**config.mk**
```make
export PLATFORM = sky130hd
export DESIGN_NAME = accel_motion_stop_detector
export DESIGN_NICKNAME = d
export VERILOG_FILES = /design/src/rtl/amsd_pkg.sv /design/src/rtl/amsd_ram.sv /design/src/rtl/accel_motion_stop_detector.sv
export SDC_FILE = /design/constraint.sdc
export NUM_CORES = 1
export LEC_CHECK = 0
export BUFFER_PORTS_ARGS = -buffer_cell sky130_fd_sc_hd__buf_2
export CORE_UTILIZATION = 35
export CTS_BUF_LIST = sky130_fd_sc_hd__clkbuf_8
export CTS_CLUSTER_SIZE = 30
export DETAILED_ROUTE_END_ITERATION = 10
export PLACE_DENSITY = 0.58
export RECOVER_POWER = 25
export SLEW_MARGIN = 40
export SYNTH_ARGS = -nofsm -noshare
export SYNTH_HDL_FRONTEND = slang
export SYNTH_HIERARCHICAL = 1
export SYNTH_SLANG_ARGS = --single-unit
```
**constraint.sdc**
```tcl
create_clock -name clock -period 7.5 [get_ports clock]
set_input_delay 0.75 -clock clock [delete_from_list [all_inputs] [get_ports clock]]
set_output_delay 0.75 -clock clock [all_outputs]
set_load 0.05 [all_outputs]
```
**src/rtl/amsd_pkg.sv**
```systemverilog
// Shared constants and types for the accelerometer motion and stop detector.
package amsd_pkg;

   localparam int RING_DEPTH = 16;
   localparam int IDX_W      = $clog2(RING_DEPTH);
   localparam int SAMP_W     = 7;
   localparam int SUM_W      = $clog2(RING_DEPTH) + SAMP_W;
   localparam int RAW_W      = 16;
   localparam int CNT_W      = 16;
   localparam int THR_W      = 7;
   localparam int EVT_W      = 2;
   localparam int CSR_IDX_W  = 2;

   // divide by 1000 as multiply by ceil(2^25 / 1000), exact for |raw| <= 32768
   localparam logic [RAW_W-1:0] SCALE_MUL   = 16'd33555;
   localparam int               SCALE_SHIFT = 25;

   localparam logic [EVT_W-1:0] EVT_NONE   = 2'd0;
   localparam logic [EVT_W-1:0] EVT_MOTION = 2'd1;
   localparam logic [EVT_W-1:0] EVT_STOP   = 2'd2;

   localparam logic [CSR_IDX_W-1:0] REG_FWD_THR  = 2'd0;
   localparam logic [CSR_IDX_W-1:0] REG_BWD_THR  = 2'd1;
   localparam logic [CSR_IDX_W-1:0] REG_STOP_CNT = 2'd2;

   localparam logic signed [THR_W-1:0] FWD_THR_RESET  = 7'sd5;
   localparam logic signed [THR_W-1:0] BWD_THR_RESET  = -7'sd1;
   localparam logic [CNT_W-1:0]        STOP_CNT_RESET = 16'd5000;

   typedef struct packed {
      logic                     valid;
      logic signed [SAMP_W-1:0] sample;
      logic [IDX_W-1:0]         idx;
      logic                     entry_valid;
      logic                     hot;
   } stage_type;

endpackage

```
**src/rtl/amsd_ram.sv**
```systemverilog
// Generic single-write, single-read synchronous RAM with registered read data.
module amsd_ram #(
   parameter int WIDTH = 8,
   parameter int DEPTH = 16
) (
   input  logic                     clock,
   input  logic                     wr_en,
   input  logic [$clog2(DEPTH)-1:0] wr_addr,
   input  logic [WIDTH-1:0]         wr_data,
   input  logic                     rd_en,
   input  logic [$clog2(DEPTH)-1:0] rd_addr,
   output logic [WIDTH-1:0]         rd_data
);

   logic [WIDTH-1:0] mem_ff [DEPTH];
   logic [WIDTH-1:0] rd_data_ff;

   always_ff @(posedge clock) begin
      if (wr_en) begin
         mem_ff[wr_addr] <= wr_data;
      end
      if (rd_en) begin
         rd_data_ff <= mem_ff[rd_addr];
      end
   end

   assign rd_data = rd_data_ff;

endmodule

```
**src/rtl/accel_motion_stop_detector.sv**
```systemverilog
// Top level of the accelerometer motion and stop detector.
//
// req_ channel: one request per accelerometer X sample, with the extruder
// hot flag on req_tuser. rsp_ channel: exactly one event code per request,
// in request order (0 none, 1 motion detected, 2 printer stopped).
// csr_ channel: register writes (0 forward threshold, 1 backward threshold,
// 2 stop count); always ready, to be used only while no request is in flight.
// Each request passes the s1 stage register and then the response register.
// Throughput: one request per cycle while the receiver does not stall; the
// sample ring RAM is read when a request is accepted and written back when
// it leaves the s1 stage, at a different entry, so consecutive requests never collide.
// Reset clears the ring (per-entry valid bits), the running sum, average,
// counters and latch, and restores register defaults; no clearing pass.
// When the receiver stalls, the response register holds, the second stage
// holds one more request, and req_tready drops once both are full.
module accel_motion_stop_detector (
   input  logic                          clock,
   input  logic                          reset,
   input  logic                          req_tvalid,
   output logic                          req_tready,
   input  logic [15:0]                   req_tdata,   // [15:0] accel_sample
   input  logic                          req_tuser,   // [0] extruder_hot
   output logic                          rsp_tvalid,
   input  logic                          rsp_tready,
   output logic [7:0]                    rsp_tdata,   // [1:0] event_code
   input  logic                          csr_valid,
   output logic                          csr_ready,
   input  logic [amsd_pkg::CSR_IDX_W-1:0] csr_index,
   input  logic [15:0]                   csr_wdata
);
   import amsd_pkg::*;

   logic signed [THR_W-1:0]  fwd_thr_ff;
   logic signed [THR_W-1:0]  bwd_thr_ff;
   logic [CNT_W-1:0]         stop_cnt_ff;

   logic [IDX_W-1:0]         ring_idx_ff;
   logic [RING_DEPTH-1:0]    entry_valid_ff;
   logic signed [SUM_W-1:0]  sum_ff;
   logic signed [SUM_W-1:0]  sum_in;
   logic signed [SAMP_W-1:0] avg_ff;
   logic signed [SAMP_W-1:0] avg_in;
   logic                     armed_ff;
   logic                     armed_in;
   logic [CNT_W-1:0]         idle_ff;
   logic [CNT_W-1:0]         idle_in;
   logic                     latched_ff;
   logic                     latched_in;
   logic [EVT_W-1:0]         evt_in;

   stage_type                s1_ff;
   stage_type                s1_in;
   logic                     rsp_valid_ff;
   logic [EVT_W-1:0]         rsp_evt_ff;

   logic                     req_fire;
   logic                     s1_fire;
   logic [RAW_W-1:0]         raw_abs;
   logic [2*RAW_W-1:0]       prod;
   logic [SAMP_W-1:0]        quot;
   logic [SAMP_W-1:0]        rd_data;
   logic signed [SAMP_W-1:0] old_sample;
   logic signed [SUM_W-1:0]  avg_full;
   logic                     wrap;
   logic                     arm_now;

   localparam logic signed [SUM_W-1:0] DEPTH_S = SUM_W'(RING_DEPTH);
   localparam logic [IDX_W-1:0]        IDX_LAST = IDX_W'(RING_DEPTH - 1);

   assign csr_ready  = 1'b1;
   assign s1_fire    = s1_ff.valid && (!rsp_valid_ff || rsp_tready);
   assign req_tready = !s1_ff.valid || s1_fire;
   assign req_fire   = req_tvalid && req_tready;

   // scale: s = -(raw / 1000), truncating toward zero
   always_comb begin
      raw_abs = req_tdata[15] ? (~req_tdata + 16'd1) : req_tdata;
      prod    = (2*RAW_W)'(raw_abs) * (2*RAW_W)'(SCALE_MUL);
      quot    = prod[SCALE_SHIFT +: SAMP_W];
      s1_in.valid       = 1'b1;
      s1_in.sample      = req_tdata[15] ? $signed(quot) : -$signed(quot);
      s1_in.idx         = ring_idx_ff;
      s1_in.entry_valid = entry_valid_ff[ring_idx_ff];
      s1_in.hot         = req_tuser;
   end

   amsd_ram #(
      .WIDTH (SAMP_W),
      .DEPTH (RING_DEPTH)
   ) u_ring (
      .clock   (clock),
      .wr_en   (s1_fire),
      .wr_addr (s1_ff.idx),
      .wr_data (s1_ff.sample),
      .rd_en   (req_fire),
      .rd_addr (ring_idx_ff),
      .rd_data (rd_data)
   );

   always_comb begin
      old_sample = s1_ff.entry_valid ? $signed(rd_data) : '0;
      sum_in     = sum_ff - SUM_W'(old_sample) + SUM_W'(s1_ff.sample);
      avg_full   = sum_in / DEPTH_S;
      wrap       = (s1_ff.idx == IDX_LAST);
      avg_in     = wrap ? avg_full[SAMP_W-1:0] : avg_ff;
      arm_now    = (avg_in >= fwd_thr_ff) || (avg_in <= bwd_thr_ff);
      armed_in   = armed_ff || arm_now;
      idle_in    = idle_ff;
      latched_in = latched_ff;
      evt_in     = EVT_NONE;
      if ((avg_in == '0) && !latched_ff) begin
         if (armed_in) begin
            idle_in  = '0;
            armed_in = 1'b0;
            evt_in   = EVT_MOTION;
         end else begin
            idle_in = idle_ff + 16'd1;
            if (idle_in == stop_cnt_ff) begin
               if (s1_ff.hot) begin
                  latched_in = 1'b1;
                  evt_in     = EVT_STOP;
               end else begin
                  idle_in = '0;
               end
            end
         end
      end
   end

   always_ff @(posedge clock) begin
      if (reset) begin
         fwd_thr_ff     <= FWD_THR_RESET;
         bwd_thr_ff     <= BWD_THR_RESET;
         stop_cnt_ff    <= STOP_CNT_RESET;
         ring_idx_ff    <= '0;
         entry_valid_ff <= '0;
         sum_ff         <= '0;
         avg_ff         <= '0;
         armed_ff       <= 1'b0;
         idle_ff        <= '0;
         latched_ff     <= 1'b0;
         s1_ff.valid    <= 1'b0;
         rsp_valid_ff   <= 1'b0;
      end else begin
         if (csr_valid && csr_ready) begin
            case (csr_index)
               REG_FWD_THR:  fwd_thr_ff  <= csr_wdata[THR_W-1:0];
               REG_BWD_THR:  bwd_thr_ff  <= csr_wdata[THR_W-1:0];
               REG_STOP_CNT: stop_cnt_ff <= csr_wdata[CNT_W-1:0];
               default: ;
            endcase
         end
         if (req_fire) begin
            ring_idx_ff <= (ring_idx_ff == IDX_LAST) ? '0 : ring_idx_ff + IDX_W'(1);
            s1_ff       <= s1_in;
         end else if (s1_fire) begin
            s1_ff.valid <= 1'b0;
         end
         if (s1_fire) begin
            entry_valid_ff[s1_ff.idx] <= 1'b1;
            sum_ff       <= sum_in;
            avg_ff       <= avg_in;
            armed_ff     <= armed_in;
            idle_ff      <= idle_in;
            latched_ff   <= latched_in;
            rsp_valid_ff <= 1'b1;
            rsp_evt_ff   <= evt_in;
         end else if (rsp_tready) begin
            rsp_valid_ff <= 1'b0;
         end
      end
   end

   assign rsp_tvalid = rsp_valid_ff;
   assign rsp_tdata  = {6'd0, rsp_evt_ff};

`ifndef NO_ASSERTIONS
   a_latch_holds: assert property (@(posedge clock) disable iff (reset)
      latched_ff |=> latched_ff)
      else $error("stop latch cleared without reset");

   a_latched_quiet: assert property (@(posedge clock) disable iff (reset)
      (s1_fire && latched_ff) |=> (rsp_evt_ff == EVT_NONE))
      else $error("event reported while latched");

   a_no_ram_collision: assert property (@(posedge clock) disable iff (reset)
      (req_fire && s1_fire) |-> (ring_idx_ff != s1_ff.idx))
      else $error("ring read and write hit the same entry");

   a_stall_full: assert property (@(posedge clock) disable iff (reset)
      !req_tready |-> (s1_ff.valid && rsp_valid_ff && !rsp_tready))
      else $error("request stalled with room in the pipeline");

   a_idx_follows: assert property (@(posedge clock) disable iff (reset)
      (req_fire && ring_idx_ff != IDX_LAST) |=> (ring_idx_ff == s1_ff.idx + IDX_W'(1)))
      else $error("ring index did not advance");
`endif

endmodule
```
# After elaboration in Yosys (flattened, before gate mapping)
# Memories as Yosys holds them, arrays and structs flattened. A register that Yosys moved wholly into a read port is not among the register bits.
# Index checks and enable logic that the tools add are counted.
dict set report totals {
  register_bits 103
  mem_bits_rw 112
  mem_count 1
}
# name depth word_bits rd rd_clocked_by_memory_dff write_ports line
set mem_list {}
lappend mem_list {u_ring.mem_ff 16 7 1 1 1 amsd_ram.sv:15} ;# logic [WIDTH-1:0] mem_ff [DEPTH];
dict set report op_classes {
  add_sub_neg 7
  n_mul 1
  n_lt_le_gt_ge 5
  eq_ne 5
  n_mux 22
  bitwise_logic 7
  n_reduce_logical 24
}
# op count
set op_table {}
lappend op_table {{$mux W16} 4}
lappend op_table {{$add A16 B1 Y16 const B} 2}
lappend op_table {{$mul A16 B16 Y32 const B} 1}
lappend op_table {{$mux W7} 3}
lappend op_table {{$eq A16 B16 Y1} 1}
lappend op_table {{$not A16 Y16} 1}
lappend op_table {{$or A16 B16 Y16} 1}
lappend op_table {{$reduce_and A2 Y1} 6}
lappend op_table {{$add A11 B7 Y11} 1}
lappend op_table {{$mux W1} 11}
lappend op_table {{$sub A11 B7 Y11} 1}
lappend op_table {{$lt A4 B5 Y1 const B} 2}
lappend op_table {{$eq A4 B4 Y1 const B} 2}
lappend op_table {{$add A7 B1 Y7} 1}
lappend op_table {{$ge A7 B7 Y1} 1}
lappend op_table {{$le A7 B7 Y1} 1}
lappend op_table {{$logic_not A7 Y1} 1}
lappend op_table {{$neg A7 Y7} 1}
lappend op_table {{$reduce_and A5 Y1} 1}
lappend op_table {{$add A4 B1 Y4 const B} 1}
lappend op_table {{$bmux W1 S4} 1}
lappend op_table {{$demux W1 S4} 1}
lappend op_table {{$ge A4 B1 Y1 const B} 1}
lappend op_table {{$logic_and A1 B1 Y1} 4}
lappend op_table {{other kinds (12)} 21}

# Longest topological paths before layout
dict set report logic_depth {
  ltp_word 12
  depth_mapped 30
}

# By module
# Netlist, hierarchy kept.
# module n_inst cells_per_inst area_per_inst_um2
set modules_own_cells {}
lappend modules_own_cells {accel_motion_stop_detector 1 1151 9877.0}
lappend modules_own_cells {amsd_ram 1 203 4600.7}

# Worst setup path after synthesis
# Ideal clock, no wire load.
dict set report synth_timing {
  path_type {in2reg}
  from {in req_tdata[2]}
  to {reg s1_ff[10] (netlist name), data pin}
  setup_time_ns 0.269
  t_arrival_ns 7.373
  setup_slack_ns -0.142
  cell_stages 29
  path_buffers 0
  path_cell_list {nor2_1 nand4b_1 or3_1 or2_2 or3_1 nor4b_2 ha_1 fa_1 inv_1 fa_1 inv_1 fa_1 inv_1 fa_1 inv_1 ha_1 a21o_1 a21o_1 a221oi_1 o211a_1 nor3_1 nor2_1 xnor2_1 inv_1 ha_1 nor3b_1 a211oi_1 a2bb2oi_1 xnor2_1}
}
# item line
set synth_rtl {}
lappend synth_rtl {{start: declaration} accel_motion_stop_detector.sv:21} ;# input logic [15:0] req_tdata,
lappend synth_rtl {{end signal: assignment} accel_motion_stop_detector.sv:155} ;# s1_ff <= s1_in;
lappend synth_rtl {{end: declaration} accel_motion_stop_detector.sv:51} ;# stage_type s1_ff;

==> impl.org <==
** Status
- The flow ran to the end, but the final reports show violations.
- Violations in the final reports :: capacitance limit, slew limit

** Detailed routing
- Using the TritonRoute via totals, the vias-per-cell ratio works out to between 5 and 6.
- The detailed router finished its first iteration with about 540 violations.
- Count of antenna-violating nets left after detailed routing :: 0
- Overall via count from detail_route :: 10052
- Pre-antenna DRT Iters :: 5
- Routed WL per cell :: ~16 um
- Remaining DRCs :: 0
- Post-detailed-routing wire length :: ~32000 um

** Yosys
- Number of instances in the synthesized netlist :: ~1400
- Count of yosys warnings during synthesis :: 6
- Sequential elements use 40.0% of the synthesized area.
- Synthesized area divided by synthesized cell count :: 10.7 um2
- In this run the cell area of the synthesized design comes to 14500 um2.
- Post-synthesis async set-or-reset flop share :: 0%
- Yosys mapped the design onto 81 distinct sky130hd cell types.
- In this run, synthesis produced a sequential element count of 222.
- Count of flip-flops with a built-in enable after synthesis :: between 100 and 150
- Prevailing post-synth register cell :: sky130_fd_sc_hd__edfxtp_1

** Timing
- Fmax :: between 0.1 and 0.15 GHz
- Count of endpoints failing setup in the final report :: 0
- The count of endpoints failing hold in the final timing report came to 0.
- Slew at the pin with the worst max-slew slack :: roughly 2200 ps
- Count of final max-slew check failures :: 47
- For the finished layout, the period the worst path requires is approximately 7100 ps.
- Period Utilization, post-route :: a little over nine tenths
- Post-route clock skew :: 22.7 ps
- Measured against its own limit, the worst slew margin works out to -45.6%.
- Setup repair after global routing left no endpoint under its margin.

** Global route
- Global routing consumed, on the met2 layer, between 20% and 30% of the routing resources.
- Met1 track utilization from global routing :: around a fifth
- met2 is the most crowded layer.
- Met3 global-route usage :: about 1.6%
- The via count of the first global-routing pass came to between 9000 and 10000.
- Largest net degree at the start of global routing :: 47
- All-Layer GR Usage :: between 10% and 20%
- The initial antenna violation count was 0.
- First-pass GRT wire length :: 51200 um
- GR Overflow Total :: 0

** Cells and area
- The number of antenna diodes in the final layout is 0.
- From synthesis to final layout, the design area changed by 11.6%.
- After filler insertion, the fill cell instance count of the layout stands at 3935.
- In the final design database the tool counted 1676 nets.
- Once layout is done, the placed cells without fillers occupy between 15000 and 20000 um2.
- In the final layout, the multi-input gates occupy 7780 um2.
- Sequential cell area :: between 5000 and 6000 um2
- For this run, the number of standard cells in the final layout without fillers is about 2000.
- The library cell used most frequently in the layout, excluding fill and tap cells, is sky130_fd_sc_hd__inv_1.
- Most frequent cells in the layout :: 198 x sky130_fd_sc_hd__inv_1, 154 x sky130_fd_sc_hd__ha_1, 134 x sky130_fd_sc_hd__edfxtp_1
- The post-route netlist has between 10% and 20% of its cells at a drive strength greater than 1.

** CTS
- After clock tree synthesis, the clock-pin slew on the worst setup and hold paths is roughly 50 ps.
- The root buffer cell chosen for the clock tree is sky130_fd_sc_hd__clkbuf_8.
- TritonCTS built the clock tree.
- Number of sinks on the clock net :: ~220
- The H-tree was split into 2 levels.
- Post-CTS Hold Buffers :: 0
- CTS max path bufs :: 3
- TritonCTS Buffers :: 36
- For the worst-skew pair, the clock arrives at the later sink with an insertion delay of 550 ps.

** Worst hold path
- Path type of the worst min-delay path :: input pin to flip-flop

** Placement
- Placement-stage cell area :: approximately 15000 um2
- Counting tap cells, the placed design contains a total of 1927 instances.
- Quantity of I/O buffers inserted on ports :: 43
- At the end of routability-driven placement, the weighted congestion stood at between 0.8 and 0.9.
- Dpl hpwl :: 23500 um

** Die
- Core area :: 40800 um2
- During I/O placement, the number of pins put on the boundary was 51.
- Die extent in x :: 205 um
- The die covers between 40000 and 50000 um2.
- Effective utilization at floorplan :: ~35%
- The floorplan has 74 rows.
- Die boundary height :: 205 um

** Critical path
- Buffer and inverter count on the worst path :: 7
- Type of the worst setup path :: input pin to flip-flop
- The largest single stage delay on the critical path is 530 ps.
- Startpoint types :: input pin
- Data on the critical path arrives at its endpoint at roughly 7400 ps.
- Type of element capturing the critical path :: flip-flop
- Among cell families on the critical path, the largest total delay comes from adder cells.
- In this run the worst path has a maximum fanout of 4.
- Crit-path slowest cell :: sky130_fd_sc_hd__fa_1
- In this design, the critical path's most frequently occurring cell is sky130_fd_sc_hd__inv_1.
- At the worst endpoint, the required time is 7780 ps.

** Power and ir drop
- Dividing total power by cell area gives a power density of 280 nW/um2.
- Worst VDD drop :: ~0.13 mV
- The analysis attributes to cell leakage a power of a little under 0.007 uW.

** Run
- # Max-Cap Violations :: 1
==> synthesized netlist by cell type, types with 4 or more instances <==
cell type,n,area share [%]
sky130_fd_sc_hd__a21o_1,8,0.41
sky130_fd_sc_hd__xnor2_1,42,2.5
sky130_fd_sc_hd__fa_1,48,6.6
sky130_fd_sc_hd__nand2b_1,9,0.39
sky130_fd_sc_hd__a22oi_1,15,0.78
sky130_fd_sc_hd__nor3b_1,11,0.57
sky130_fd_sc_hd__edfxtp_1,134,28
sky130_fd_sc_hd__o211a_1,4,0.28
sky130_fd_sc_hd__nand3b_1,6,0.31
sky130_fd_sc_hd__a31oi_1,6,0.26
sky130_fd_sc_hd__o2bb2ai_1,13,0.79
sky130_fd_sc_hd__o21a_1,7,0.36
sky130_fd_sc_hd__and3_1,9,0.39
sky130_fd_sc_hd__nand4_1,9,0.39
sky130_fd_sc_hd__inv_1,181,4.7
sky130_fd_sc_hd__nor2_1,78,2.0
sky130_fd_sc_hd__nor2b_1,12,0.52
sky130_fd_sc_hd__ha_1,154,13
sky130_fd_sc_hd__a211oi_1,7,0.36
sky130_fd_sc_hd__o211ai_1,28,1.5
sky130_fd_sc_hd__a211o_1,4,0.24
sky130_fd_sc_hd__clkbuf_1,34,0.88
sky130_fd_sc_hd__and2_1,15,0.65
sky130_fd_sc_hd__nand2_1,121,3.1
sky130_fd_sc_hd__o21ai_1,8,0.28
sky130_fd_sc_hd__mux2i_1,6,0.41
sky130_fd_sc_hd__mux4_1,17,3.1
sky130_fd_sc_hd__nor3_1,24,0.83
sky130_fd_sc_hd__dfxtp_1,88,12
sky130_fd_sc_hd__o31ai_1,13,0.67
sky130_fd_sc_hd__buf_2,8,0.28
sky130_fd_sc_hd__or3_1,10,0.43
sky130_fd_sc_hd__and4_1,4,0.24
sky130_fd_sc_hd__o21ai_0,22,0.76
sky130_fd_sc_hd__mux4_2,16,2.5
sky130_fd_sc_hd__nor4_1,10,0.43
sky130_fd_sc_hd__xor2_1,27,1.6
sky130_fd_sc_hd__buf_4,7,0.36
sky130_fd_sc_hd__a21oi_1,55,1.9
sky130_fd_sc_hd__nand3_1,21,0.73
==> layout make-up <==
type                            instances  share of cell area, %
Multi-Input combinational cell        898                   48.1
Sequential cell                       222                   35.8
Inverter                              183                   4.26
Tap cell                              532                   4.12
Timing Repair Buffer                   93                   3.52
Clock buffer                           39                   3.32
Clock inverter                         23                  0.798
==> worst paths after layout <==
| kind | start | end | slack (ps) | cells past startpoint |
|---|---|---|---|---|
| setup / recovery | req_tdata[2] | s1_ff[10] | 430 | 31 |
| hold / removal | req_tuser | s1_ff[0] | 380 | 1 |
| setup reg to reg | s1_ff[11] | idle_ff[0] | 580 | 24 |
| hold reg to reg | sum_ff[4] | sum_ff[4] | 460 | 2 |
==> where the power goes <==
| part | internal, uW | switching, uW |
|---|---|---|
| clock network | 514 | 468 |
| logic | 904 | 1230 |
| registers | 1380 | 33.4 |
| total | 2800 | 1730 |
==> metrics by stage <==
stage                     power (uW)  TNS, ps  utilization, %  setup slack [ps]  hold slack [ps]
after global placement          3510     -113            37.9              -113              442
after floorplan                 2970        0               -             0.966              427
after global routing            4930        0            39.6              9.79              363
final                           4530        0            39.6               433              381
after detailed placement        3550     -193            37.9              -193              441
after CTS                       4570        0            39.5               375              344
==> timing repair <==
item	in CTS	in global routing
hold endpoints to repair	0	0
resized for setup	0	1
buffers inserted	0	1
setup endpoints to repair	0	1
==> cell families after synthesis <==
group | after synthesis | synth area share, %
simple gates | 356 | 12.1
xor+xnor | 70 | 4.29
buf+inv | 239 | 6.74
fa+ha+maj | 202 | 19.9
compound gates | 222 | 10.8
other cells | 2 | 0.0519
flops | 222 | 40.0
mux | 41 | 6.14
==> sequential cells by signal, indices dropped and copies added (netlist names) <==
name and flops:
entry_valid_ff 16, s1_ff 14, u_ring/mem_ff 112, rsp_tvalid 1, bwd_thr_ff 7, rsp_evt_ff 2, idle_ff 16, ring_idx_ff 4
fwd_thr_ff 7, u_ring/rd_data 7, sum_ff 11, avg_ff 7, armed_ff 1, latched_ff 1, stop_cnt_ff 16
==> routing by layer <==
| metal | share of wire (%) | wire, um | up-vias |
|---|---|---|---|
| met5 | 0 | 0 | - |
| met4 | 1.9 | 603 | 0 |
| met3 | 3.9 | 1230 | 36 |
| met2 | 47 | 14900 | 203 |
| met1 | 47 | 14800 | 4851 |
| li1 | - | - | 4962 |
No activity file was read; power rests on OpenSTA's default activity.
